File: src/rtl/core/ledtone_pkg.sv
`timescale 1ns / 1ps

package ledtone_pkg;

  localparam int TIMER_WIDTH = 16;
  localparam int PERIOD_WIDTH = 16;
  localparam int CMP_WIDTH = (TIMER_WIDTH > PERIOD_WIDTH) ? TIMER_WIDTH : PERIOD_WIDTH;
  localparam int CFG_DATA_WIDTH = 16;
  localparam int CFG_INDEX_WIDTH = 2;
  localparam int HALF_WIDTH = 8;

  localparam logic [CFG_INDEX_WIDTH-1:0] CFG_ROTATE_PERIOD = 2'd0;
  localparam logic [CFG_INDEX_WIDTH-1:0] CFG_BLINK_PERIOD = 2'd1;
  localparam logic [CFG_INDEX_WIDTH-1:0] CFG_INITIAL_HALF = 2'd2;

  localparam logic [PERIOD_WIDTH-1:0] ROTATE_PERIOD_RESET = 16'd300;
  localparam logic [PERIOD_WIDTH-1:0] BLINK_PERIOD_RESET = 16'd1000;
  localparam logic [HALF_WIDTH-1:0] HALF_PERIOD_RESET = 8'd8;
  localparam logic [HALF_WIDTH-1:0] HALF_PERIOD_MIN = 8'd2;
  localparam logic [HALF_WIDTH-1:0] HALF_PERIOD_MAX = 8'hFF;

  typedef enum logic [1:0] {
    ROT_START = 2'd0,
    ROT_FIRST = 2'd1,
    ROT_SECOND = 2'd2,
    ROT_THIRD = 2'd3
  } rotate_phase_t;

  typedef enum logic [2:0] {
    TONE_START = 3'd0,
    TONE_ON = 3'd1,
    TONE_OFF = 3'd2,
    TONE_RAISE = 3'd3,
    TONE_LOWER = 3'd4
  } tone_phase_t;

  typedef struct packed {
    logic fire;
    logic up;
    logic down;
    logic snd;
    logic load;
    logic [HALF_WIDTH-1:0] load_value;
  } tone_ctrl_t;

endpackage

File: src/rtl/core/ledtone_if.sv
`timescale 1ns / 1ps

interface ledtone_in_if;
  logic valid;
  logic ready;
  logic btn_up;
  logic btn_down;
  logic sound_enable;

  modport source (output valid, output btn_up, output btn_down, output sound_enable,
                  input ready);
  modport sink (input valid, input btn_up, input btn_down, input sound_enable,
                output ready);
endinterface

interface ledtone_out_if;
  logic valid;
  logic ready;
  logic [7:0] port_value;

  modport source (output valid, output port_value, input ready);
  modport sink (input valid, input port_value, output ready);
endinterface

File: src/rtl/core/ledtone_tone.sv
`timescale 1ns / 1ps

module ledtone_tone (
  input  logic                   clk,
  input  logic                   rst,
  input  ledtone_pkg::tone_ctrl_t ctrl,
  output logic                   tone_bit
);
  import ledtone_pkg::*;

  tone_phase_t phase, phase_next;
  logic [HALF_WIDTH-1:0] count, count_next, count_mid;
  logic [HALF_WIDTH-1:0] limit, limit_next;
  logic bit_next;
  logic below;

  always_ff @(posedge clk) begin
    if (rst) begin
      phase <= TONE_START;
      count <= HALF_WIDTH'(1);
      limit <= HALF_PERIOD_RESET;
      tone_bit <= 1'b0;
    end else begin
      if (ctrl.fire) begin
        phase <= phase_next;
        count <= count_next;
        tone_bit <= bit_next;
      end
      // A write of the initial half-period reloads the limit right away.
      if (ctrl.load) begin
        limit <= ctrl.load_value;
      end else if (ctrl.fire) begin
        limit <= limit_next;
      end
    end
  end

  always_comb begin
    below = count < limit;
    phase_next = phase;
    count_mid = count;
    limit_next = limit;
    unique case (phase)
      TONE_START: phase_next = TONE_ON;
      TONE_ON: begin
        if (below) begin
          phase_next = ctrl.up ? TONE_RAISE : TONE_ON;
        end else begin
          phase_next = TONE_OFF;
          count_mid = '0;
        end
      end
      TONE_RAISE: begin
        if (!ctrl.up) begin
          count_mid = '0;
          if (limit > HALF_PERIOD_MIN) limit_next = limit - HALF_WIDTH'(1);
          phase_next = TONE_OFF;
        end
      end
      TONE_OFF: begin
        if (below) begin
          phase_next = ctrl.down ? TONE_LOWER : TONE_OFF;
        end else begin
          phase_next = TONE_ON;
          count_mid = '0;
        end
      end
      TONE_LOWER: begin
        if (!ctrl.down) begin
          count_mid = '0;
          if (limit < HALF_PERIOD_MAX) limit_next = limit + HALF_WIDTH'(1);
          phase_next = TONE_ON;
        end
      end
      default: phase_next = TONE_ON;
    endcase

    count_next = count_mid;
    bit_next = tone_bit;
    if (phase_next == TONE_ON) begin
      if (ctrl.snd) bit_next = 1'b1;
      count_next = count_mid + HALF_WIDTH'(1);
    end else if (phase_next == TONE_OFF) begin
      count_next = count_mid + HALF_WIDTH'(1);
      bit_next = 1'b0;
    end
  end

endmodule

File: src/rtl/core/led_sequencer_and_tone_generator.sv
`timescale 1ns / 1ps
// Channel   Dir  Payload                          Request moves when
// in_ch     in   btn_up, btn_down, sound_enable   valid && ready
// out_ch    out  port_value[7:0]                  valid && ready
// cfg       in   cfg_index, cfg_data              cfg_we
//
// One tick per cycle unless the output stalls: the whole tick update runs in
// the accept cycle, the port byte is written to the output register at the
// accepting edge and is offered from the next cycle on.
// The input is ready whenever the output register is empty or being drained.
// Synchronous reset loads the register defaults and resets all tick state.

module led_sequencer_and_tone_generator (
  input  logic                                     clk,
  input  logic                                     rst,
  input  logic                                     cfg_we,
  input  logic [ledtone_pkg::CFG_INDEX_WIDTH-1:0]  cfg_index,
  input  logic [ledtone_pkg::CFG_DATA_WIDTH-1:0]   cfg_data,
  ledtone_in_if.sink                               in_ch,
  ledtone_out_if.source                            out_ch
);
  import ledtone_pkg::*;

  logic [PERIOD_WIDTH-1:0] rotate_period, blink_period;
  logic [TIMER_WIDTH-1:0] rotate_elapsed, rotate_elapsed_next;
  logic [TIMER_WIDTH-1:0] blink_elapsed, blink_elapsed_next;
  logic started;
  rotate_phase_t rotate_phase, rotate_phase_next;
  logic [2:0] rotate_leds, rotate_leds_next;
  logic blink_on, blink_on_next;
  logic [7:0] port_reg, port_next;
  logic out_valid;
  logic tone_bit;
  logic accept, rotate_fire, blink_fire;
  tone_ctrl_t tone_ctrl;

  assign accept = in_ch.valid && in_ch.ready;
  assign in_ch.ready = !out_valid || out_ch.ready;
  assign out_ch.valid = out_valid;
  assign out_ch.port_value = port_reg;

  always_ff @(posedge clk) begin
    if (rst) begin
      rotate_period <= ROTATE_PERIOD_RESET;
      blink_period <= BLINK_PERIOD_RESET;
    end else if (cfg_we) begin
      if (cfg_index == CFG_ROTATE_PERIOD) rotate_period <= cfg_data;
      if (cfg_index == CFG_BLINK_PERIOD) blink_period <= cfg_data;
    end
  end

  always_comb begin
    rotate_fire = CMP_WIDTH'(rotate_elapsed) >= CMP_WIDTH'(rotate_period);
    blink_fire = CMP_WIDTH'(blink_elapsed) >= CMP_WIDTH'(blink_period);

    // Firing clears the count, and the tick then counts as one.
    if (rotate_fire) rotate_elapsed_next = TIMER_WIDTH'(1);
    else if (rotate_elapsed != '1) rotate_elapsed_next = rotate_elapsed + TIMER_WIDTH'(1);
    else rotate_elapsed_next = rotate_elapsed;
    if (blink_fire) blink_elapsed_next = TIMER_WIDTH'(1);
    else if (blink_elapsed != '1) blink_elapsed_next = blink_elapsed + TIMER_WIDTH'(1);
    else blink_elapsed_next = blink_elapsed;

    rotate_phase_next = rotate_phase;
    rotate_leds_next = rotate_leds;
    if (rotate_fire) begin
      unique case (rotate_phase)
        ROT_FIRST: begin
          rotate_phase_next = ROT_SECOND;
          rotate_leds_next = 3'b010;
        end
        ROT_SECOND: begin
          rotate_phase_next = ROT_THIRD;
          rotate_leds_next = 3'b100;
        end
        default: begin
          rotate_phase_next = ROT_FIRST;
          rotate_leds_next = 3'b001;
        end
      endcase
    end

    blink_on_next = blink_on;
    if (blink_fire) blink_on_next = !blink_on;

    // The combiner runs ahead of the tone task, so it sees last tick's tone bit.
    port_next = port_reg;
    if (started) port_next = {3'b000, tone_bit, blink_on_next, rotate_leds_next};

    tone_ctrl.fire = accept && started;
    tone_ctrl.up = in_ch.btn_up;
    tone_ctrl.down = in_ch.btn_down;
    tone_ctrl.snd = in_ch.sound_enable;
    tone_ctrl.load = cfg_we && (cfg_index == CFG_INITIAL_HALF);
    tone_ctrl.load_value = cfg_data[HALF_WIDTH-1:0];
  end

  always_ff @(posedge clk) begin
    if (rst) begin
      rotate_elapsed <= '0;
      blink_elapsed <= '0;
      started <= 1'b0;
      rotate_phase <= ROT_START;
      rotate_leds <= '0;
      blink_on <= 1'b0;
      port_reg <= '0;
      out_valid <= 1'b0;
    end else begin
      if (accept) begin
        rotate_elapsed <= rotate_elapsed_next;
        blink_elapsed <= blink_elapsed_next;
        started <= 1'b1;
        rotate_phase <= rotate_phase_next;
        rotate_leds <= rotate_leds_next;
        blink_on <= blink_on_next;
        port_reg <= port_next;
        out_valid <= 1'b1;
      end else if (out_ch.ready) begin
        out_valid <= 1'b0;
      end
    end
  end

  ledtone_tone u_tone (
    .clk      (clk),
    .rst      (rst),
    .ctrl     (tone_ctrl),
    .tone_bit (tone_bit)
  );

  a_result_follows: assert property (@(posedge clk) disable iff (rst)
    accept |=> out_ch.valid)
    else $error("accepted tick produced no result");

  a_hold_when_full: assert property (@(posedge clk) disable iff (rst)
    (out_ch.valid && !out_ch.ready) |-> !in_ch.ready)
    else $error("input ready while result is stalled");

  a_rotator_onehot: assert property (@(posedge clk) disable iff (rst)
    out_ch.valid |-> $onehot0(out_ch.port_value[2:0]))
    else $error("more than one rotator LED lit");

  a_upper_bits_zero: assert property (@(posedge clk) disable iff (rst)
    out_ch.valid |-> (out_ch.port_value[7:5] == 3'b000))
    else $error("unused port bits set");

endmodule
File: src/flat_wrapper.sv
// flat-port wrapper written by rule: the top's interface ports become plain ports
module led_sequencer_and_tone_generator_flat import ledtone_pkg::*;
  (clk, rst, cfg_we, cfg_index, cfg_data, in_ch_valid, in_ch_btn_up, in_ch_btn_down, in_ch_sound_enable, in_ch_ready, out_ch_valid, out_ch_port_value, out_ch_ready);
  ledtone_in_if in_ch_i ();
  ledtone_out_if out_ch_i ();
  input  logic clk;
  input  logic rst;
  input  logic cfg_we;
  input  logic [ledtone_pkg::CFG_INDEX_WIDTH-1:0] cfg_index;
  input  logic [ledtone_pkg::CFG_DATA_WIDTH-1:0] cfg_data;
  input wire logic [$bits(in_ch_i.valid)-1:0] in_ch_valid;
  input wire logic [$bits(in_ch_i.btn_up)-1:0] in_ch_btn_up;
  input wire logic [$bits(in_ch_i.btn_down)-1:0] in_ch_btn_down;
  input wire logic [$bits(in_ch_i.sound_enable)-1:0] in_ch_sound_enable;
  output wire logic [$bits(in_ch_i.ready)-1:0] in_ch_ready;
  output wire logic [$bits(out_ch_i.valid)-1:0] out_ch_valid;
  output wire logic [$bits(out_ch_i.port_value)-1:0] out_ch_port_value;
  input wire logic [$bits(out_ch_i.ready)-1:0] out_ch_ready;
  assign in_ch_i.valid = in_ch_valid;
  assign in_ch_i.btn_up = in_ch_btn_up;
  assign in_ch_i.btn_down = in_ch_btn_down;
  assign in_ch_i.sound_enable = in_ch_sound_enable;
  assign in_ch_ready = in_ch_i.ready;
  assign out_ch_valid = out_ch_i.valid;
  assign out_ch_port_value = out_ch_i.port_value;
  assign out_ch_i.ready = out_ch_ready;
  led_sequencer_and_tone_generator u_core (.clk(clk), .rst(rst), .cfg_we(cfg_we), .cfg_index(cfg_index), .cfg_data(cfg_data), .in_ch(in_ch_i), .out_ch(out_ch_i));
endmodule
File: config.mk
export PLATFORM = sky130hd
export DESIGN_NAME = led_sequencer_and_tone_generator_flat
export DESIGN_NICKNAME = d
export VERILOG_FILES = /design/src/rtl/core/ledtone_pkg.sv /design/src/rtl/core/ledtone_if.sv /design/src/rtl/core/ledtone_tone.sv /design/src/rtl/core/led_sequencer_and_tone_generator.sv /design/src/flat_wrapper.sv
export SDC_FILE = /design/constraint.sdc
export NUM_CORES = 1
export LEC_CHECK = 0
export ABC_CLOCK_PERIOD_IN_PS = 3650
export BUFFER_PORTS_ARGS = -buffer_cell sky130_fd_sc_hd__buf_4
export CAP_MARGIN = 40
export CORE_UTILIZATION = 55
export CTS_BUF_LIST = sky130_fd_sc_hd__clkbuf_4
export CTS_CLUSTER_DIAMETER = 40
export DETAILED_ROUTE_END_ITERATION = 10
export GPL_TIMING_DRIVEN = 1
export PLACE_DENSITY = 0.73
export SYNTH_ARGS = -nofsm -noshare
export SYNTH_HDL_FRONTEND = slang
export SYNTH_SLANG_ARGS = --single-unit
File: constraint.sdc
create_clock -name clk -period 3.65 [get_ports clk]
set_input_delay 0.1825 -clock clk [delete_from_list [all_inputs] [get_ports clk]]
set_output_delay 0.1825 -clock clk [all_outputs]
set_load 0.1 [all_outputs]
==> results.cfg <==
[layout]
finalNetCount = 835
drive_gt1_frac = 0.0841
leading_cell_type_in_the_layout_fill_and_taps_excluded = sky130_fd_sc_hd__dfxtp_1
antenna-diode-count = 0
area.growth.synth_to_final_pct = 10.6
layout_common_cells = 97 x sky130_fd_sc_hd__dfxtp_1, 91 x sky130_fd_sc_hd__nand2_1, 82 x sky130_fd_sc_hd__a21oi_1

[clock_tree]
cts_setup_buffers = 0
ctsHtreeMaxLevel = 3
cts_repair_resize_count = 0
clk_pin_slew_ns = 0.16
cts.root.buffer_cell = sky130_fd_sc_hd__clkbuf_4
cts_hold_buffers = 17
cts_buffer_depth = 2
tritoncts = built
tritoncts.num_buffers = 9
clock_insertion_delay_worst_skew_ns = 0.48
cts_sinks = 97

[power_and_ir_drop]
leakagePower_nw = 2.52
power_density_nw_per_um2 = 316
ir_drop_mv = 0.201
netSwitchingFraction = 0.296
clock_power_share = 0.299
cellInternalPower_mw = 1.40
power.net_switching_mw = 0.590
power.share.combinational = 0.141
pwr-share-seq = 0.560

[floorplanning]
chipHeight_um = 104
floorplan.rows = 36
width_of_the_die_um = 104
die_area_um2 = 10800
pin_count = 36
core-area_um2 = 9910
starting_density_of_the_core = 0.575

[synthesis]
synth.yosys.warnings = 0
ys_dominant_reg_cell = sky130_fd_sc_hd__dfxtp_1
synth_edf_count = 0
synth.yosys.seq_area_share = 0.341
yosysUniqueCellTypes = 61
yosys_register_bits = 97
syn_area_cell_um2 = 7.89
syn-instance-count = 722
synthArstFlopShare = 0
mappedNetlistArea_um2 = 5700

[route]
pre_repair_dr_iteration_count = 6
drtAntennaViolNets = 0
routed_wl_mm = 13.6
vias_per_cell = 5.88
wire_per_inst_um = 15.2
drt_iter0_drc = 283
drt_drc_violations_left = 0
dr_total_vias = 5260

[worst_setup_path]
slowest_delay_ns = 0.63
data_required_time_of_the_worst_path_ns = 4.05
critical_path_buf_inv_count = 0
critPathMaxFanout = 12
cp-end-kind = flop
crit_chain = nor2_1 -> nand2_1 -> ha_1 -> a21oi_1 -> o21ai_0 -> a2111oi_0 -> o211ai_1 -> o31ai_1 -> xnor2_1 -> a211oi_1
timing.critical_path.max_delay_family = compound AO/OA/AOI/OAI gates
critical-path-slowest-cell = sky130_fd_sc_hd__a2111oi_0
crit_path_start_kind = flop
worst-endpoint-arrival_ns = 3.45
timing_worst_setup_path_type = reg2reg
worstSetupPathDepth = 10
reg2regPathDepth = 10

[timing]
grt_setup_unrepaired = no
final-hold-violation-count = 0
max_slew_margin = 0.529
worst_slack_ns = 0.598
report.final.slew_viol_count = 0
post-route-period-util = 0.836
post_route_setup_tns_ns = 0
final_clock_skew_ns = 0.0188
setup_viol = 0
worst_pin_slew_ns = 0.700
fmax_mhz = 328
post-route-min-period_ns = 3.05

[run]
cap_violations = 0

[global_routing]
grt_start_max_net_pins = 59
via_count_of_the_first_global_routing_pass = 5010
gr-total-overflow = 0
antenna_found_initial = 0
grt_first_pass_wirelength_mm = 22.7
gr-usage-all-layers = 0.258

[placed_design]
numPortBuffers = 32
pre_cts_slack_ns = 0.658
routability_driven_placement_congestion_ratio = 0.923
place_hpwl_mm = 9.75

[min_path]
hold_depth = 3
hold_path.class = in2reg

[run_status]
result_of_the_run = finished clean
-- worst reg2reg max path, stage by stage (launching register included) --
cell,delay [ns]
sky130_fd_sc_hd__dfxtp_1,0.47
sky130_fd_sc_hd__nor2_1,0.26
sky130_fd_sc_hd__nand2_1,0.29
sky130_fd_sc_hd__ha_1,0.38
sky130_fd_sc_hd__a21oi_1,0.19
sky130_fd_sc_hd__o21ai_0,0.14
sky130_fd_sc_hd__a2111oi_0,0.63
sky130_fd_sc_hd__o211ai_1,0.18
sky130_fd_sc_hd__o31ai_1,0.12
sky130_fd_sc_hd__xnor2_1,0.10
sky130_fd_sc_hd__a211oi_1,0.22
-- worst paths after layout --
kind / start / to / slack, ns
min reg2reg: u_core.blink_period[12] / u_core.blink_period[12] / 0.47
max: u_core.u_tone.phase[0] / u_core.u_tone.limit[7] / 0.60
max reg2reg: u_core.u_tone.phase[0] / u_core.u_tone.limit[7] / 0.60
min: in_ch_sound_enable / u_core.u_tone.tone_bit / 0.002
-- synth_stat cells (all sizes together) (2+ instances only) --
library cell | instances | area share
a2111oi | 2 | 0.0031
a211o | 4 | 0.0064
a211oi | 17 | 0.023
a21o | 2 | 0.0026
a21oi | 82 | 0.072
a31oi | 2 | 0.0033
and2 | 5 | 0.0055
and3 | 13 | 0.015
and4 | 5 | 0.0077
buf | 13 | 0.016
clkbuf | 19 | 0.013
dfxtp | 97 | 0.34
ha | 51 | 0.11
inv | 53 | 0.035
mux2i | 7 | 0.012
nand2 | 91 | 0.060
nand2b | 3 | 0.0033
nand3 | 26 | 0.023
nand3b | 2 | 0.0026
nand4 | 16 | 0.018
nor2 | 58 | 0.038
nor2b | 5 | 0.0055
nor3 | 15 | 0.013
nor3b | 2 | 0.0026
nor4b | 2 | 0.0057
o2111ai | 2 | 0.0031
o211ai | 12 | 0.016
o21a | 3 | 0.0040
o21ai | 35 | 0.031
o21bai | 3 | 0.0040
o31ai | 13 | 0.017
or2 | 5 | 0.0055
or3 | 12 | 0.013
or4 | 12 | 0.016
xnor2 | 7 | 0.011
xor2 | 10 | 0.015
-- kinds of logic after synthesis --
kind of cell / count (synthesis) / synth area share
muxes: 8 / 0.0143
DFF: 97 / 0.341
xor gates and xnor gates: 17 / 0.0261
and+or+nand+nor: 275 / 0.239
other: 1 / 0.000658
AOI/OAI and AO/OA: 186 / 0.200
adders and majority gates: 52 / 0.116
buffers and inverters: 86 / 0.0639
-- layer usage --
metal	vias to the layer above	GRT usage	routed length, um
met1	2473	0.322	6140
met2	135	0.451	6540
met4	0	0.106	311
li1	2628	-	-
met5	-	0	0
met3	24	0.0283	603
-- cell type report --
| type | instances | area [um^2] |
|---|---|---|
| well taps | 133 | 166 |
| repair buffers | 54 | 452 |
| clock buffers | 9 | 67.6 |
| fillers | 897 | 3610 |
| flip-flops and latches | 97 | 1940 |
| inverters | 54 | 203 |
| clock inverters | 6 | 67.6 |
| multi-input cells | 541 | 3400 |
-- per-stage QoR --
step	hold slack [ns]	power, mW	instance area [um^2]	instances	utilization
5_1_grt	0.0450	2.07	6300	894	0.636
4_1_cts	0.00178	1.99	6300	894	0.636
3_5_place_dp	0.439	1.40	6000	862	0.605
6_report	0.00234	1.99	6300	894	0.636
2_1_floorplan	0.312	1.32	5710	724	-
3_3_place_gp	0.435	1.39	5990	861	0.604
-- flip-flops by register name, indices dropped and copies added (netlist names) --
signal / cells
u_core.u_tone.limit: 8
u_core.blink_on: 1
u_core.u_tone.count: 8
u_core.u_tone.phase: 3
u_core.out_ch.valid: 1
u_core.u_tone.tone_bit: 1
u_core.rotate_leds: 3
u_core.blink_elapsed: 16
u_core.out_ch.port_value: 5
u_core.blink_period: 16
u_core.started: 1
u_core.rotate_elapsed: 16
u_core.rotate_period: 16
u_core.rotate_phase: 2
-- power groups by stage --
stage | clock, mW | combinational (mW) | sequential, mW
6_report | 0.595 | 0.281 | 1.11
5_1_grt | 0.637 | 0.310 | 1.12
4_1_cts | 0.598 | 0.279 | 1.11
3_5_place_dp | 0 | 0.264 | 1.14
3_3_place_gp | 0 | 0.255 | 1.14
2_1_floorplan | 0 | 0.169 | 1.15
Note: power is estimated with default switching activity, not from simulation.
